--- src/rtl/ihdp_pkg.sv ---
// Shared types, constants and signature tables for the image header dimension parser.
`timescale 1ns / 1ps

package ihdp_pkg;

    localparam int unsigned IDX_W = 5;

    // Byte offsets in the file
    localparam logic [IDX_W-1:0] PNG_SIG_LEN    = 5'd8;
    localparam logic [IDX_W-1:0] JPEG_SIG_LEN   = 5'd10;
    localparam logic [IDX_W-1:0] JPEG_LEN_HI_AT = 5'd4;
    localparam logic [IDX_W-1:0] JPEG_LEN_LO_AT = 5'd5;
    localparam logic [IDX_W-1:0] JPEG_SIG_LAST  = 5'd9;
    localparam logic [IDX_W-1:0] PNG_WIDTH_AT   = 5'h10;
    localparam logic [IDX_W-1:0] PNG_HEIGHT_AT  = 5'h14;
    localparam logic [IDX_W-1:0] PNG_LAST_AT    = 5'd23;
    localparam logic [IDX_W-1:0] INDEX_CAP      = 5'd24;

    // Marker bytes
    localparam logic [7:0] MARKER_PREFIX = 8'hFF;
    localparam logic [7:0] MARKER_SOF0   = 8'hC0;
    localparam logic [7:0] MARKER_SOF2   = 8'hC2;

    // Segment length limits
    localparam logic [15:0] SEG_LEN_MIN   = 16'd2;
    localparam logic [15:0] FIRST_LEN_MIN = 16'd6;

    // SOF body offsets
    localparam logic [2:0] SOF_HEIGHT_HI = 3'd3;
    localparam logic [2:0] SOF_HEIGHT_LO = 3'd4;
    localparam logic [2:0] SOF_WIDTH_HI  = 3'd5;
    localparam logic [2:0] SOF_WIDTH_LO  = 3'd6;

    typedef enum logic [2:0] {
        PH_SIG      = 3'd0,
        PH_SKIP     = 3'd1,
        PH_MARK0    = 3'd2,
        PH_MARK1    = 3'd3,
        PH_LENHI    = 3'd4,
        PH_LENLO    = 3'd5,
        PH_SOF      = 3'd6,
        PH_BADFIRST = 3'd7
    } phase_t;

    typedef enum logic [2:0] {
        ST_PNG       = 3'd0,
        ST_JPEG      = 3'd1,
        ST_JPEG_BAD  = 3'd2,
        ST_NEITHER   = 3'd3,
        ST_PNG_SHORT = 3'd4
    } status_t;

    function automatic logic [7:0] png_sig_byte(input logic [2:0] pos);
        logic [7:0] val;
        begin
            case (pos)
                3'd0:    val = 8'd137;
                3'd1:    val = 8'h50;
                3'd2:    val = 8'h4E;
                3'd3:    val = 8'h47;
                3'd4:    val = 8'd13;
                3'd5:    val = 8'd10;
                3'd6:    val = 8'd26;
                3'd7:    val = 8'd10;
                default: val = 8'd0;
            endcase
            return val;
        end
    endfunction

    // Offsets 4 and 5 hold the first segment length and are never compared.
    function automatic logic [7:0] jpeg_sig_byte(input logic [3:0] pos);
        logic [7:0] val;
        begin
            case (pos)
                4'd0:    val = 8'hFF;
                4'd1:    val = 8'hD8;
                4'd2:    val = 8'hFF;
                4'd3:    val = 8'hE0;
                4'd6:    val = 8'h4A;
                4'd7:    val = 8'h46;
                4'd8:    val = 8'h49;
                4'd9:    val = 8'h46;
                default: val = 8'h00;
            endcase
            return val;
        end
    endfunction

endpackage

--- src/rtl/ihdp_if.sv ---
// Valid/ready channel interfaces for file bytes in and dimension results out.
`timescale 1ns / 1ps

interface ihdp_byte_if;
    logic       valid;
    logic       ready;
    logic [7:0] data_byte;
    logic       last_byte;

    modport source (output valid, output data_byte, output last_byte, input ready);
    modport sink   (input valid, input data_byte, input last_byte, output ready);
endinterface

interface ihdp_dim_if;
    logic        valid;
    logic        ready;
    logic [2:0]  status;
    logic [30:0] width;
    logic [30:0] height;

    modport source (output valid, output status, output width, output height, input ready);
    modport sink   (input valid, input status, input width, input height, output ready);
endinterface

--- src/rtl/image_header_dimension_parser.sv ---
// Top level: streaming PNG/JPEG header parser that reports image dimensions.
// Usage:
//   data : one file byte per beat, last_byte set on the final byte of a file.
//   dims : one beat per file at most, with status (0 png, 1 jpeg, 2 jpeg
//          malformed, 3 neither, 4 png truncated) and width/height in pixels.
// A byte is parsed in the cycle it is accepted; the result for it is
// registered and shows on dims the next cycle.
// Throughput is one byte per cycle while dims is not stalled: the parse state and result register are
// updated together, so the next byte can be taken in the following cycle.
// The result register is the only buffer. While it holds a beat that dims
// has not taken, data.ready stays low; it rises again in the cycle the beat
// is taken, so a taken result never costs a bubble.
// Once a file's result is out, further bytes are consumed and dropped until
// last_byte, which also rearms the parser for the next file.
// Reset (rst_n low, asynchronous) clears the parse state and drops any
// pending result.
`timescale 1ns / 1ps

module image_header_dimension_parser (
    input  logic               clk,
    input  logic               rst_n,
    ihdp_byte_if.sink          data,
    ihdp_dim_if.source         dims
);

    logic [ihdp_pkg::IDX_W-1:0] idx_reg, idx_next;
    logic                       png_reg, png_next;
    logic                       jpeg_reg, jpeg_next;
    ihdp_pkg::phase_t           phase_reg, phase_next;
    logic [15:0]                skip_reg, skip_next;
    logic [7:0]                 lenhi_reg, lenhi_next;
    logic [2:0]                 sof_reg, sof_next;
    logic [31:0]                wacc_reg, wacc_next;
    logic [31:0]                hacc_reg, hacc_next;
    logic                       reported_reg, reported_next;

    logic                       out_valid_reg;
    ihdp_pkg::status_t          status_reg;
    logic [30:0]                width_reg;
    logic [30:0]                height_reg;

    logic                       accept;
    logic                       res_fire;
    ihdp_pkg::status_t          res_status;
    logic [30:0]                res_width;
    logic [30:0]                res_height;
    logic [7:0]                 b;
    logic [15:0]                seg_len;

    assign data.ready  = !out_valid_reg || dims.ready;
    assign accept      = data.valid && data.ready;
    assign b           = data.data_byte;
    assign seg_len     = {lenhi_reg, data.data_byte};

    assign dims.valid  = out_valid_reg;
    assign dims.status = status_reg;
    assign dims.width  = width_reg;
    assign dims.height = height_reg;

    always_comb
    begin
        idx_next      = idx_reg;
        png_next      = png_reg;
        jpeg_next     = jpeg_reg;
        phase_next    = phase_reg;
        skip_next     = skip_reg;
        lenhi_next    = lenhi_reg;
        sof_next      = sof_reg;
        wacc_next     = wacc_reg;
        hacc_next     = hacc_reg;
        reported_next = reported_reg;
        res_fire      = 1'b0;
        res_status    = ihdp_pkg::ST_NEITHER;
        res_width     = '0;
        res_height    = '0;

        if (accept)
        begin
            if (!reported_reg)
            begin
                if (idx_reg < ihdp_pkg::PNG_SIG_LEN
                    && b != ihdp_pkg::png_sig_byte(idx_reg[2:0]))
                    png_next = 1'b0;
                if (idx_reg < ihdp_pkg::JPEG_SIG_LEN
                    && idx_reg != ihdp_pkg::JPEG_LEN_HI_AT
                    && idx_reg != ihdp_pkg::JPEG_LEN_LO_AT
                    && b != ihdp_pkg::jpeg_sig_byte(idx_reg[3:0]))
                    jpeg_next = 1'b0;

                if (!png_next && !jpeg_next)
                begin
                    res_fire   = 1'b1;
                    res_status = ihdp_pkg::ST_NEITHER;
                end
                else if (png_next)
                begin
                    if (idx_reg >= ihdp_pkg::PNG_WIDTH_AT && idx_reg < ihdp_pkg::PNG_HEIGHT_AT)
                        wacc_next = {wacc_reg[23:0], b};
                    else if (idx_reg >= ihdp_pkg::PNG_HEIGHT_AT
                             && idx_reg < ihdp_pkg::INDEX_CAP)
                        hacc_next = {hacc_reg[23:0], b};
                    if (idx_reg == ihdp_pkg::PNG_LAST_AT)
                    begin
                        res_fire   = 1'b1;
                        res_status = ihdp_pkg::ST_PNG;
                        res_width  = wacc_next[30:0];
                        res_height = hacc_next[30:0];
                    end
                end
                else if (idx_reg == ihdp_pkg::JPEG_LEN_HI_AT)
                begin
                    lenhi_next = b;
                end
                else if (idx_reg == ihdp_pkg::JPEG_LEN_LO_AT)
                begin
                    // a first length under 6 would put the next marker inside the signature
                    if (seg_len < ihdp_pkg::FIRST_LEN_MIN)
                        phase_next = ihdp_pkg::PH_BADFIRST;
                    else if (seg_len == ihdp_pkg::SEG_LEN_MIN)
                        phase_next = ihdp_pkg::PH_MARK0;
                    else
                    begin
                        skip_next  = seg_len - ihdp_pkg::SEG_LEN_MIN;
                        phase_next = ihdp_pkg::PH_SKIP;
                    end
                end
                else if (phase_reg == ihdp_pkg::PH_BADFIRST)
                begin
                    if (idx_reg == ihdp_pkg::JPEG_SIG_LAST)
                    begin
                        res_fire   = 1'b1;
                        res_status = ihdp_pkg::ST_JPEG_BAD;
                    end
                end
                else
                begin
                    case (phase_reg)
                        ihdp_pkg::PH_SKIP:
                        begin
                            skip_next = skip_reg - 16'd1;
                            if (skip_next == 16'd0)
                                phase_next = ihdp_pkg::PH_MARK0;
                        end
                        ihdp_pkg::PH_MARK0:
                        begin
                            if (b != ihdp_pkg::MARKER_PREFIX)
                            begin
                                res_fire   = 1'b1;
                                res_status = ihdp_pkg::ST_JPEG_BAD;
                            end
                            else
                                phase_next = ihdp_pkg::PH_MARK1;
                        end
                        ihdp_pkg::PH_MARK1:
                        begin
                            if (b == ihdp_pkg::MARKER_SOF0 || b == ihdp_pkg::MARKER_SOF2)
                            begin
                                phase_next = ihdp_pkg::PH_SOF;
                                sof_next   = 3'd0;
                                wacc_next  = '0;
                                hacc_next  = '0;
                            end
                            else
                                phase_next = ihdp_pkg::PH_LENHI;
                        end
                        ihdp_pkg::PH_LENHI:
                        begin
                            lenhi_next = b;
                            phase_next = ihdp_pkg::PH_LENLO;
                        end
                        ihdp_pkg::PH_LENLO:
                        begin
                            if (seg_len < ihdp_pkg::SEG_LEN_MIN)
                            begin
                                res_fire   = 1'b1;
                                res_status = ihdp_pkg::ST_JPEG_BAD;
                            end
                            else if (seg_len == ihdp_pkg::SEG_LEN_MIN)
                                phase_next = ihdp_pkg::PH_MARK0;
                            else
                            begin
                                skip_next  = seg_len - ihdp_pkg::SEG_LEN_MIN;
                                phase_next = ihdp_pkg::PH_SKIP;
                            end
                        end
                        ihdp_pkg::PH_SOF:
                        begin
                            // body: length(2), precision, height(2), width(2)
                            if (sof_reg == ihdp_pkg::SOF_HEIGHT_HI
                                || sof_reg == ihdp_pkg::SOF_HEIGHT_LO)
                                hacc_next = {16'd0, hacc_reg[7:0], b};
                            else if (sof_reg == ihdp_pkg::SOF_WIDTH_HI
                                     || sof_reg == ihdp_pkg::SOF_WIDTH_LO)
                                wacc_next = {16'd0, wacc_reg[7:0], b};
                            if (sof_reg >= ihdp_pkg::SOF_WIDTH_LO)
                            begin
                                res_fire   = 1'b1;
                                res_status = ihdp_pkg::ST_JPEG;
                                res_width  = wacc_next[30:0];
                                res_height = hacc_next[30:0];
                            end
                            else
                                sof_next = sof_reg + 3'd1;
                        end
                        default:
                        begin
                        end
                    endcase
                end

                if (idx_reg < ihdp_pkg::INDEX_CAP)
                    idx_next = idx_reg + 5'd1;
                if (res_fire)
                    reported_next = 1'b1;
            end

            if (data.last_byte)
            begin
                if (!reported_reg && !res_fire)
                begin
                    res_fire = 1'b1;
                    if (png_next)
                        res_status = (idx_next >= ihdp_pkg::PNG_SIG_LEN)
                                     ? ihdp_pkg::ST_PNG_SHORT : ihdp_pkg::ST_NEITHER;
                    else if (jpeg_next)
                        res_status = (idx_next >= ihdp_pkg::JPEG_SIG_LEN)
                                     ? ihdp_pkg::ST_JPEG_BAD : ihdp_pkg::ST_NEITHER;
                    else
                        res_status = ihdp_pkg::ST_NEITHER;
                end
                // rearm for the next file
                idx_next      = '0;
                png_next      = 1'b1;
                jpeg_next     = 1'b1;
                phase_next    = ihdp_pkg::PH_SIG;
                skip_next     = '0;
                lenhi_next    = '0;
                sof_next      = '0;
                wacc_next     = '0;
                hacc_next     = '0;
                reported_next = 1'b0;
            end
        end
    end

    always_ff @(posedge clk or negedge rst_n)
    begin
        if (!rst_n)
        begin
            idx_reg      <= '0;
            png_reg      <= 1'b1;
            jpeg_reg     <= 1'b1;
            phase_reg    <= ihdp_pkg::PH_SIG;
            skip_reg     <= '0;
            lenhi_reg    <= '0;
            sof_reg      <= '0;
            wacc_reg     <= '0;
            hacc_reg     <= '0;
            reported_reg <= 1'b0;
        end
        else
        begin
            idx_reg      <= idx_next;
            png_reg      <= png_next;
            jpeg_reg     <= jpeg_next;
            phase_reg    <= phase_next;
            skip_reg     <= skip_next;
            lenhi_reg    <= lenhi_next;
            sof_reg      <= sof_next;
            wacc_reg     <= wacc_next;
            hacc_reg     <= hacc_next;
            reported_reg <= reported_next;
        end
    end

    always_ff @(posedge clk or negedge rst_n)
    begin
        if (!rst_n)
            out_valid_reg <= 1'b0;
        else if (res_fire)
            out_valid_reg <= 1'b1;
        else if (dims.ready)
            out_valid_reg <= 1'b0;
    end

    always_ff @(posedge clk)
    begin
        if (res_fire)
        begin
            status_reg <= res_status;
            width_reg  <= res_width;
            height_reg <= res_height;
        end
    end

`ifndef SYNTHESIS
    // a pending result blocks the byte side
    assert property (@(posedge clk) disable iff (!rst_n)
        dims.valid && !dims.ready |-> !data.ready)
        else $error("byte accepted while result stalled");

    // the signatures differ in the first byte, so at most one format survives it
    assert property (@(posedge clk) disable iff (!rst_n)
        idx_reg != '0 |-> !(png_reg && jpeg_reg))
        else $error("both formats still candidates after first byte");

    // segment walking only happens on a live JPEG stream
    assert property (@(posedge clk) disable iff (!rst_n)
        phase_reg != ihdp_pkg::PH_SIG && !reported_reg |-> jpeg_reg && !png_reg)
        else $error("segment phase active without a JPEG candidate");

    assert property (@(posedge clk) disable iff (!rst_n)
        sof_reg <= ihdp_pkg::SOF_WIDTH_LO)
        else $error("SOF offset ran past the width field");

    // a new result beat always follows an accepted byte
    assert property (@(posedge clk) disable iff (!rst_n)
        $rose(dims.valid) |-> $past(data.valid && data.ready))
        else $error("result appeared without an accepted byte");
`endif

endmodule
--- src/flat_wrapper.sv ---
// flat-port wrapper written by rule: the top's interface ports become plain ports
module image_header_dimension_parser_flat 
  (clk, rst_n, data_valid, data_data_byte, data_last_byte, data_ready, dims_valid, dims_status, dims_width, dims_height, dims_ready);
  ihdp_byte_if data_i ();
  ihdp_dim_if dims_i ();
  input  logic clk;
  input  logic rst_n;
  input wire logic [$bits(data_i.valid)-1:0] data_valid;
  input wire logic [$bits(data_i.data_byte)-1:0] data_data_byte;
  input wire logic [$bits(data_i.last_byte)-1:0] data_last_byte;
  output wire logic [$bits(data_i.ready)-1:0] data_ready;
  output wire logic [$bits(dims_i.valid)-1:0] dims_valid;
  output wire logic [$bits(dims_i.status)-1:0] dims_status;
  output wire logic [$bits(dims_i.width)-1:0] dims_width;
  output wire logic [$bits(dims_i.height)-1:0] dims_height;
  input wire logic [$bits(dims_i.ready)-1:0] dims_ready;
  assign data_i.valid = data_valid;
  assign data_i.data_byte = data_data_byte;
  assign data_i.last_byte = data_last_byte;
  assign data_ready = data_i.ready;
  assign dims_valid = dims_i.valid;
  assign dims_status = dims_i.status;
  assign dims_width = dims_i.width;
  assign dims_height = dims_i.height;
  assign dims_i.ready = dims_ready;
  image_header_dimension_parser u_core (.clk(clk), .rst_n(rst_n), .data(data_i), .dims(dims_i));
endmodule
--- config.mk ---
export PLATFORM = sky130hd
export DESIGN_NAME = image_header_dimension_parser_flat
export DESIGN_NICKNAME = d
export VERILOG_FILES = /design/src/rtl/ihdp_pkg.sv /design/src/rtl/ihdp_if.sv /design/src/rtl/image_header_dimension_parser.sv /design/src/flat_wrapper.sv
export SDC_FILE = /design/constraint.sdc
export NUM_CORES = 1
export LEC_CHECK = 0
export ABC_AREA = 1
export BUFFER_PORTS_ARGS = -buffer_cell sky130_fd_sc_hd__buf_2
export CAP_MARGIN = 40
export CORE_MARGIN = 2
export CORE_UTILIZATION = 50
export CTS_BUF_LIST = sky130_fd_sc_hd__clkbuf_16
export CTS_CLUSTER_SIZE = 8
export DETAILED_ROUTE_END_ITERATION = 12
export PLACE_DENSITY = 0.68
export SLEW_MARGIN = 5
export SYNTH_ARGS = -nofsm -noshare
export SYNTH_HDL_FRONTEND = slang
export SYNTH_SLANG_ARGS = --single-unit
--- constraint.sdc ---
create_clock -name clk -period 13.01 [get_ports clk]
set_input_delay 2.602 -clock clk [delete_from_list [all_inputs] [get_ports clk]]
set_output_delay 2.602 -clock clk [all_outputs]
set_load 0.05 [all_outputs]
==> reports/metrics.csv, run 1 <==
metric,value,unit
"Arr. time, crit path",6000,ps
nature of the critical path startpoint,input port,
initial antenna violation count,0,
Clock transition at path regs,70,ps
post-synth top area share,0.222,
die extent in x,154,um
post-route setup TNS,0,ps
Ant. Diodes,0,
Layout Skew,13.0,ps
DR vias,10900,
# setup viols final,0,
Clock Tree Root,clkbuf_16,
pin count of the biggest net entering global routing,87,
"EDFF count, synth",65,
"Core Util, Final",0.560,
dominant cells by area after synthesis,"dfrtp_1 (22%), edfxtp_1 (17%), nand2_1 (16%)",
max frequency,177,MHz
Clk network pwr share,0.230,
drt wl/cell,15.7,um
Mapped Cells,1623,
compound-cell area share of the yosys netlist,0.189,
total global-route track usage,0.261,
post-synthesis adder-cell area fraction,0.0157,
DRT Pass-1 Iters,6,
Total Routed Length,30400,um
normalized max-slew margin,0.448,
CTS Buf Count,17,
Worst-Margin Slew,828,ps
Die Y,154,um
Crit Path Class,input port to register,
post-CTS setup buffer count,0,
Placed Instance Area,0.0116,mm^2
final number of hold-violating endpoints,0,
switching pwr,1.06,mW
min cycle time layout,5650,ps
Layout area overhead,9.58,%
"Async S/R FF share, synth",0.608,
Power Dens Cells,189,mW/mm^2
vias in the first global route,10100,
Sw Share,0.458,
RSZ-0062 raised after global routing,false,
post-route cell area,0.0123,mm^2
power consumption,2.32,mW
max cap viols,0,
FILL cells,2067,
Place WS,6920,ps
Pint,1.26,mW
post-CTS sizing,0,
Synth Area per Inst,6.89,um^2
Netlist cell types,41,
Post-Synth Simple-Gate Area,0.280,
power share of the combinational group,0.426,
Detailed Route Iter0 Violations,1155,
"most common cell after layout, fill and taps aside",nand2_1,
Clock Latency Late Sink,440,ps
GRT Residual Overflow,0,
Nets,1668,
Final Max Slew Viols,0,
static leakage,5.15,nW
Yosys top cell by area,dfrtp_1,
Top-Level Pins,80,
Post-Synth XOR/XNOR Area,0.0117,
Most used DFF post-synth,dfrtp_1,
Vias per Instance,5.62,
slowest cell delay on critical path,730,ps
Clock Tree Buf Depth,2,
Core ar.,0.0219,mm^2
die area,0.0236,mm^2
Peak VDD IR,0.0000944,V
CTS tree,done,
largest family of logic cells by synthesized area,simple AND/OR/NAND/NOR gates,
CTS sink cnt,166,
"Worst Setup Slack, final",7360,ps
Flop pwr share,0.344,
hold crit path type,register to register,
Syn Nets,1650,
post-synthesis cell area,0.0112,mm^2
GPL Wtd Cong,0.922,
Hold Buf Count CTS,0,
"flops & latches, synth",166,
Yosys Warn Count,0,
DP HPWL,20100,um
Site Rows,54,
Starting Density,0.511,
slowest CP cell,buf_4,
# DRC,0,
mux share of post-synthesis cell area,0.000895,
layout cells sized above 1,0.0955,
element type at the critical path end,register,
most frequent cells in the layout,"nand2_1 (489), inv_1 (168), o21ai_0 (167), nor2_1 (148), dfrtp_1 (99)",
Critical Path Most Common Cell,nand2_4,
first-pass GRT wire length,50800,um
sequential element share of the synthesized area,0.401,
PortBufs,79,
antenna-violating nets left,0,
worst-path cell chain,"buf_2, inv_1, nand3_1, nand2_1, nand2_1, inv_1, nand3_2, nand2_2, nand2_4, nand2_4, nand2_4, nand2_4, nand2_4, buf_4, nand2_1, o21ai_1",
fin crit share,0.434,
status,completed,
H-tree Lvls,4,
CP required,13360,ps
crit path max fanout,86,
==> metal layers <==
metal	routed length, um	part of all wire	GRT usage	vias up
met5	0	0	0	-
met4	605	0.020	0.0830	0
met3	2320	0.076	0.0502	47
met2	13700	0.45	0.405	441
met1	13800	0.45	0.372	5005
li1	-	-	-	5372
==> final cells by class <==
| class | count | area (um^2) | share of cell area |
|---|---|---|---|
| sequential | 166 | 4480 | 0.366 |
| inverter | 175 | 657 | 0.0536 |
| tap | 280 | 350 | 0.0286 |
| clock buffer | 17 | 425 | 0.0347 |
| clock inverter | 15 | 190 | 0.0155 |
| timing repair buffer | 97 | 564 | 0.0460 |
| multi-input combinational | 1184 | 5590 | 0.456 |
==> worst max-delay path, delay by kind of cell <==
kind            cells  cell delay, ps
simple gates       11            2000
compound gates      1             130
buf+inv             4            1210
==> per-stage QoR <==
stage	std cells	hold WS, ps
floorplan	1623	459
global placement	1898	474
detailed placement	1902	479
CTS	1934	496
global route	1934	525
finish	1934	495
==> power by group through the flow <==
stage / sequential, mW / clock [mW] / combinational, mW
2_1_floorplan: 0.954 / 0 / 0.631
3_3_place_gp: 0.803 / 0 / 0.971
3_5_place_dp: 0.804 / 0 / 0.979
4_1_cts: 0.796 / 0.542 / 0.983
5_1_grt: 0.816 / 0.561 / 1.11
6_report: 0.798 / 0.534 / 0.987
==> cells in the mapped netlist (3+ instances only) <==
cell      number
buf_2         15
ha_1          14
o21ai_0      168
xor2_1        13
a31oi_1        3
inv_2          3
edfxtp_1      65
nand2_2        5
nor2_2         3
clkinv_1       3
o22ai_1       51
nor3_1        11
buf_6         11
dfrtp_1       99
nand3_2        3
o21bai_1       3
a21oi_1       42
nand2_1      490
nand3_1       85
o211ai_1      25
nand2_4        6
inv_1        169
o21ai_1       82
nand4_1       12
nor2_1       148
clkbuf_1      70
==> cell families (layout without fill, tap and decap cells) <==
| kind of cell | Yosys count | in the layout |
|---|---|---|
| buf+inv | 273 | 304 |
| simple gates | 768 | 768 |
| fa+ha+maj | 14 | 14 |
| flops | 166 | 166 |
| mux | 1 | 1 |
| xor+xnor | 15 | 15 |
| compound gates | 386 | 386 |
==> final timing paths <==
kind                                     startpoint             endpoint  slack (ps)  depth (start not counted)
max in group asynchronous                     rst_n  u_core.wacc_reg[19]        9610                          2
worst max-delay path              data_data_byte[3]  u_core.wacc_reg[27]        7360                         16
min in group asynchronous                     rst_n    u_core.sof_reg[0]        2200                          1
worst max register to register    u_core.idx_reg[0]  u_core.wacc_reg[27]        8780                         17
worst min-delay path            u_core.wacc_reg[14]  u_core.wacc_reg[14]         500                          2
worst min register to register  u_core.wacc_reg[14]  u_core.wacc_reg[14]         500                          2
Note: power is estimated with default switching activity, not from simulation.
==> run 2: changes to the inputs <==
--- a/config.mk
+++ b/config.mk
@@ -13,7 +13,7 @@
 export CTS_BUF_LIST = sky130_fd_sc_hd__clkbuf_16
 export CTS_CLUSTER_SIZE = 8
 export DETAILED_ROUTE_END_ITERATION = 12
-export PLACE_DENSITY = 0.68
+export PLACE_DENSITY = 0.71
 export SLEW_MARGIN = 5
 export SYNTH_ARGS = -nofsm -noshare
 export SYNTH_HDL_FRONTEND = slang
==> constraint.sdc (replaced) <==
create_clock -name clk -period 5.1 [get_ports clk]
set_input_delay 1.02 -clock clk [delete_from_list [all_inputs] [get_ports clk]]
set_output_delay 1.02 -clock clk [all_outputs]
set_load 0.05 [all_outputs]
==> run 2 against run 1 <==
Effect of this change: via count is 0.40% higher; critical path depth down 7; sequential power rose to 2.6 times the previous value; cell count barely moved; count of clock-buffer cells in the layout unchanged; critical endpoint is now u_core.dims.height[2].
==> reports/metrics.csv, run 2 (same netlist as run 1, synthesis figures left out) <==
metric,value,unit,change
status,completed,,
static leakage,5.16,nW,+0.25%
Layout area overhead,9.71,%,
H-tree Lvls,4,,unchanged
GRT Residual Overflow,0,,unchanged
"Worst Setup Slack, final",1200,ps,-6160 ps
crit path max fanout,65,,-24%
Nets,1669,,+0.060%
Die Y,154,um,unchanged
Power Dens Cells,485,mW/mm^2,+160%
initial antenna violation count,0,,unchanged
final number of hold-violating endpoints,0,,unchanged
min cycle time layout,3900,ps,
Crit Path Class,register to register,,
post-route setup TNS,0,ps,unchanged
CTS Buf Count,17,,unchanged
Vias per Instance,5.64,,+0.34%
Total Routed Length,31400,um,+3.0%
die area,0.0236,mm^2,unchanged
PortBufs,79,,unchanged
first-pass GRT wire length,52300,um,+3.0%
Final Max Slew Viols,0,,unchanged
"most common cell after layout, fill and taps aside",nand2_1,,
normalized max-slew margin,0.373,,-0.0745
Top-Level Pins,80,,unchanged
pin count of the biggest net entering global routing,73,,-16%
max cap viols,0,,unchanged
RSZ-0062 raised after global routing,false,,
vias in the first global route,10100,,+0.040%
Clock Tree Buf Depth,2,,unchanged
# DRC,0,,unchanged
CP required,5150,ps,-8210 ps
fin crit share,0.765,,
CTS sink cnt,166,,unchanged
reg2reg start,u_core.idx_reg[3],,
Starting Density,0.511,,unchanged
Detailed Route Iter0 Violations,1132,,-2.0%
max frequency,256,MHz,
Worst-Margin Slew,940,ps,+112 ps
Clock transition at path regs,70,ps,about the same
total global-route track usage,0.270,,+0.00890
Ant. Diodes,0,,unchanged
post-CTS setup buffer count,0,,unchanged
Hold Buf Count CTS,0,,unchanged
GPL Wtd Cong,0.933,,+1.1%
die extent in x,154,um,unchanged
Layout Skew,8.30,ps,-4.70 ps
Core ar.,0.0219,mm^2,unchanged
FF-to-FF setup slack,1200,ps,-7580 ps
DP HPWL,20600,um,+2.3%
power consumption,5.95,mW,+160%
DR vias,10900,,+0.40%
element type at the critical path end,register,,
"Arr. time, crit path",3950,ps,-2050 ps
Place WS,1190,ps,-5730 ps
Site Rows,54,,unchanged
most frequent cells in the layout,"nand2_1 (489), inv_1 (168), o21ai_0 (167), nor2_1 (148), dfrtp_1 (99)",,
worst-case reg-to-reg path depth,9,,-8
r2r endpoint,u_core.dims.height[2],,
Peak VDD IR,0.000228,V,+140%
CTS tree,done,,
drt wl/cell,16.2,um,+3.0%
Clock Latency Late Sink,430,ps,about the same
fin cells,1935,,+0.052%
DRT Pass-1 Iters,5,,-1
layout cells sized above 1,0.0949,,-0.000662
post-CTS sizing,0,,unchanged
hold crit path type,input port to asynchronous set/reset pin,,
# setup viols final,0,,unchanged
antenna-violating nets left,0,,unchanged
nature of the critical path startpoint,register,,
Placed Instances,1903,,+0.053%
Clock Tree Root,clkbuf_16,,
-- run 2: changes by cell type in the layout (fill, tap and decap cells not counted) --
| cell | change |
|---|---|
| clkinv_8 | -2 |
| inv_8 | -3 |
| clkinv_1 | +2 |
| clkinv_4 | +3 |
| bufinv_16 | +1 |
| inv_2 | +1 |
| clkinvlp_4 | -2 |
| buf_6 | -1 |
| buf_12 | +2 |
-- run 2: worst max-delay path: stages, from the launching register on --
cell      delay, ps
dfrtp_1         540
inv_2           260
nand2_1         120
nor2_2          100
buf_4           400
inv_1           420
o21ai_1         410
o21ai_1         270
a21boi_4        180
buf_4           640
-- run 2: where the power goes --
part | leakage (nW) | internal [mW] | switching, mW | total, mW
logic | 2.88 | 0.709 | 1.85 | 2.55
clock network | 0.290 | 0.774 | 0.577 | 1.35
registers | 1.99 | 1.76 | 0.283 | 2.05
total | 5.16 | 3.25 | 2.71 | 5.95
-- run 2: per-layer routing --
layer	vias up	track usage	wire, um
li1	5370	-	-
met1	5095	0.393	14500
met2	406	0.423	14400
met3	37	0.0386	1920
met4	0	0.0778	573
met5	-	0	0
-- run 2: metrics by stage --
step,hold WS (ps),instance area [um^2],util
6_report,452,12300,0.560
5_1_grt,451,12300,0.560
4_1_cts,439,12300,0.560
3_5_place_dp,478,11700,0.533
3_3_place_gp,472,11600,0.530
2_1_floorplan,459,11200,-
-- run 2: final cells by class --
| type | count | area (um^2) |
|---|---|---|
| inverter | 175 | 657 |
| tap | 280 | 350 |
| clock buffer | 17 | 425 |
| timing repair buffer | 98 | 593 |
| multi-input combinational | 1184 | 5590 |
| clock inverter | 15 | 176 |
| sequential | 166 | 4480 |
| fill | 2109 | 9620 |
-- run 2: worst max path at each step --
stage                            from               endpoint  slack (ps)  cells past startpoint
floorplan           data_data_byte[3]  u_core.dims.height[0]         620                     10
global placement    data_data_byte[1]   u_core.dims.width[2]        1300                     12
detailed placement  data_data_byte[1]  u_core.dims.width[18]        1190                     12
CTS                 u_core.idx_reg[3]  u_core.dims.width[24]        1300                      9
global route        u_core.idx_reg[3]  u_core.dims.height[5]         950                      9
finish              u_core.idx_reg[3]  u_core.dims.height[2]        1200                      9
==> run 3: changes to the inputs <==
--- a/config.mk
+++ b/config.mk
@@ -13,7 +13,7 @@
 export CTS_BUF_LIST = sky130_fd_sc_hd__clkbuf_16
 export CTS_CLUSTER_SIZE = 8
 export DETAILED_ROUTE_END_ITERATION = 12
-export PLACE_DENSITY = 0.71
+export PLACE_DENSITY = 0.68
 export SLEW_MARGIN = 5
 export SYNTH_ARGS = -nofsm -noshare
 export SYNTH_HDL_FRONTEND = slang
==> constraint.sdc (replaced) <==
create_clock -name clk -period 3.9 [get_ports clk]
set_input_delay 0.78 -clock clk [delete_from_list [all_inputs] [get_ports clk]]
set_output_delay 0.78 -clock clk [all_outputs]
set_load 0.05 [all_outputs]
==> run 3 against run 2 <==
Effect of this change: die area did not move; final area rose by 0.41%; global-route usage fell by 0.35 points; sequential power rose by 30%; routed wire length barely moved; register-to-register slack got worse by 570 ps; worst setup slack got worse by 570 ps; clock power rose by 26%; via count barely moved; clock skew rose by 2.8 ps; largest cell class unchanged.
==> reports/metrics.csv, run 3 (same netlist as run 1, synthesis figures left out) <==
metric,value,unit,change
DRT Pass-1 Iters,7,,+2
switching pwr,3.58,mW,+32%
Power Dens Cells,627,mW/mm^2,+29%
Die Y,154,um,unchanged
CTS Buf Count,17,,unchanged
Layout Skew,11.1,ps,+2.75 ps
max cap viols,0,,unchanged
most frequent cells in the layout,"nand2_1 (489), inv_1 (169), o21ai_0 (167), nor2_1 (148), dfrtp_1 (99)",,
Pint,4.15,mW,+28%
slowest cell delay on critical path,460,ps,-180 ps
Top-Level Pins,80,,unchanged
Clk network pwr share,0.220,,-0.007
element type at the critical path end,register,,
Total Routed Length,31400,um,about the same
RSZ-0062 raised after global routing,false,,
power share of the combinational group,0.435,,+0.006
FF-to-FF setup slack,630,ps,-570 ps
layout cells sized above 1,0.0988,,+0.00393
CTS tree,done,,
r2r endpoint,u_core.dims.width[1],,
"Arr. time, crit path",3350,ps,-600 ps
Clock Latency Late Sink,430,ps,about the same
Ant. Diodes,0,,unchanged
hold crit path type,input port to asynchronous set/reset pin,,
Place WS,536,ps,-650 ps
vias in the first global route,9969,,-1.2%
Core ar.,0.0219,mm^2,unchanged
Critical Path Most Common Cell,nand2_1,,
Layout area overhead,10.2,%,
reg2reg start,u_core.idx_reg[0],,
DR vias,10900,,+0.0092%
Vias per Instance,5.62,,-0.25%
Crit Path Class,register to register,,
fin cells,1940,,+0.26%
post-route setup TNS,0,ps,unchanged
min cycle time layout,3270,ps,-635 ps
die extent in x,154,um,unchanged
total global-route track usage,0.267,,-0.00354
fin crit share,0.838,,+0.0726
static leakage,5.18,nW,+0.41%
initial antenna violation count,0,,unchanged
CP required,3980,ps,-1170 ps
final number of hold-violating endpoints,0,,unchanged
post-CTS setup buffer count,0,,unchanged
FILL cells,2134,,+1.2%
Clock transition at path regs,70,ps,about the same
DP HPWL,20500,um,-0.48%
Peak VDD IR,0.000346,V,+52%
Register Area,0.00448,mm^2,unchanged
CTS sink cnt,166,,unchanged
Clock Tree Buf Depth,2,,unchanged
slowest CP cell,dfrtp_1,,
max frequency,306,MHz,+19%
"delay-heaviest family, CP",simple AND/OR/NAND/NOR gates,,
H-tree Lvls,4,,unchanged
normalized max-slew margin,0.543,,+0.170
antenna-violating nets left,0,,unchanged
post-CTS sizing,0,,unchanged
Clock Tree Root,clkbuf_16,,
drt wl/cell,16.2,um,-0.18%
die area,0.0236,mm^2,unchanged
GRT Residual Overflow,0,,unchanged
# setup viols final,0,,unchanged
# DRC,0,,unchanged
first-pass GRT wire length,51600,um,-1.4%
worst-case reg-to-reg path depth,13,,+4
"Worst Setup Slack, final",633,ps,-565 ps
Multi-input gate area,0.00559,mm^2,unchanged
nature of the critical path startpoint,register,,
Worst-Margin Slew,685,ps,-255 ps
Flop pwr share,0.345,,about the same
critical path buffer and inverter count,2,,-2
worst-path cell chain,"inv_1, ha_1, nand2_1, nand3_1, nand2_1, nor2_1, nand3_2, nand2_2, nand2_4, nand2_1, o21ai_1, a21boi_4, buf_12",,
Site Rows,54,,unchanged
PortBufs,79,,unchanged
GPL Wtd Cong,0.923,,-1.1%
Sw Share,0.463,,+0.00812
Nets,1674,,+0.30%
Hold Buf Count CTS,0,,unchanged
crit path max fanout,65,,unchanged
Detailed Route Iter0 Violations,920,,-19%
Final Max Slew Viols,0,,unchanged
status,completed,,
Placed Instances,1908,,+0.26%
Starting Density,0.511,,unchanged
pin count of the biggest net entering global routing,125,,+71%
"most common cell after layout, fill and taps aside",nand2_1,,
-- run 3: worst reg2reg max path: stages (launching register included) --
cell and delay, ps:
dfrtp_1 460, inv_1 190, ha_1 280, nand2_1 200, nand3_1 150, nand2_1 60, nor2_1 140, nand3_2 130
nand2_2 120, nand2_4 230, nand2_1 140, o21ai_1 200, a21boi_4 210, buf_12 310
-- run 3: per-stage QoR --
stage               utilization  hold WS (ps)  cell area, um^2  power [mW]
finish                    0.563           375            12300        7.73
global route              0.563           424            12300        8.27
CTS                       0.563           402            12300        7.74
detailed placement        0.536           479            11700        6.02
global placement          0.534           472            11700        5.95
floorplan                     -           459            11200        5.26
-- run 3: layer usage --
| metal | part of all wire | GRT usage | vias up |
|---|---|---|---|
| met4 | 0.012 | 0.0660 | 0 |
| li1 | - | - | 5379 |
| met1 | 0.46 | 0.390 | 5101 |
| met5 | 0 | 0 | - |
| met3 | 0.061 | 0.0352 | 34 |
| met2 | 0.47 | 0.422 | 395 |
-- run 3: final cells by class --
type / count / share of cell area
flip-flops and latches: 166 / 0.364
clock buffers: 17 / 0.0345
well taps: 280 / 0.0284
inverters: 175 / 0.0533
clock inverters: 15 / 0.0133
repair buffers: 103 / 0.0532
multi-input cells: 1184 / 0.453
-- run 3: worst max-delay path by stage --
stage / start / depth (start not counted) / slack [ps] / endpoint
2_1_floorplan: data_data_byte[3] / 10 / 400 / u_core.dims.height[0]
3_3_place_gp: data_data_byte[3] / 16 / 630 / u_core.hacc_reg[6]
3_5_place_dp: data_data_byte[3] / 16 / 540 / u_core.wacc_reg[1]
4_1_cts: u_core.idx_reg[0] / 13 / 690 / u_core.dims.width[0]
5_1_grt: u_core.idx_reg[0] / 17 / 390 / u_core.hacc_reg[0]
6_report: u_core.idx_reg[0] / 13 / 630 / u_core.dims.width[1]
-- run 3: power by group through the flow --
stage	Sequential, mW	Clock (mW)	Combinational [mW]
floorplan	3.15	0	2.11
global placement	2.67	0	3.28
detailed placement	2.68	0	3.34
CTS	2.66	1.74	3.35
global route	2.72	1.80	3.75
finish	2.67	1.70	3.36
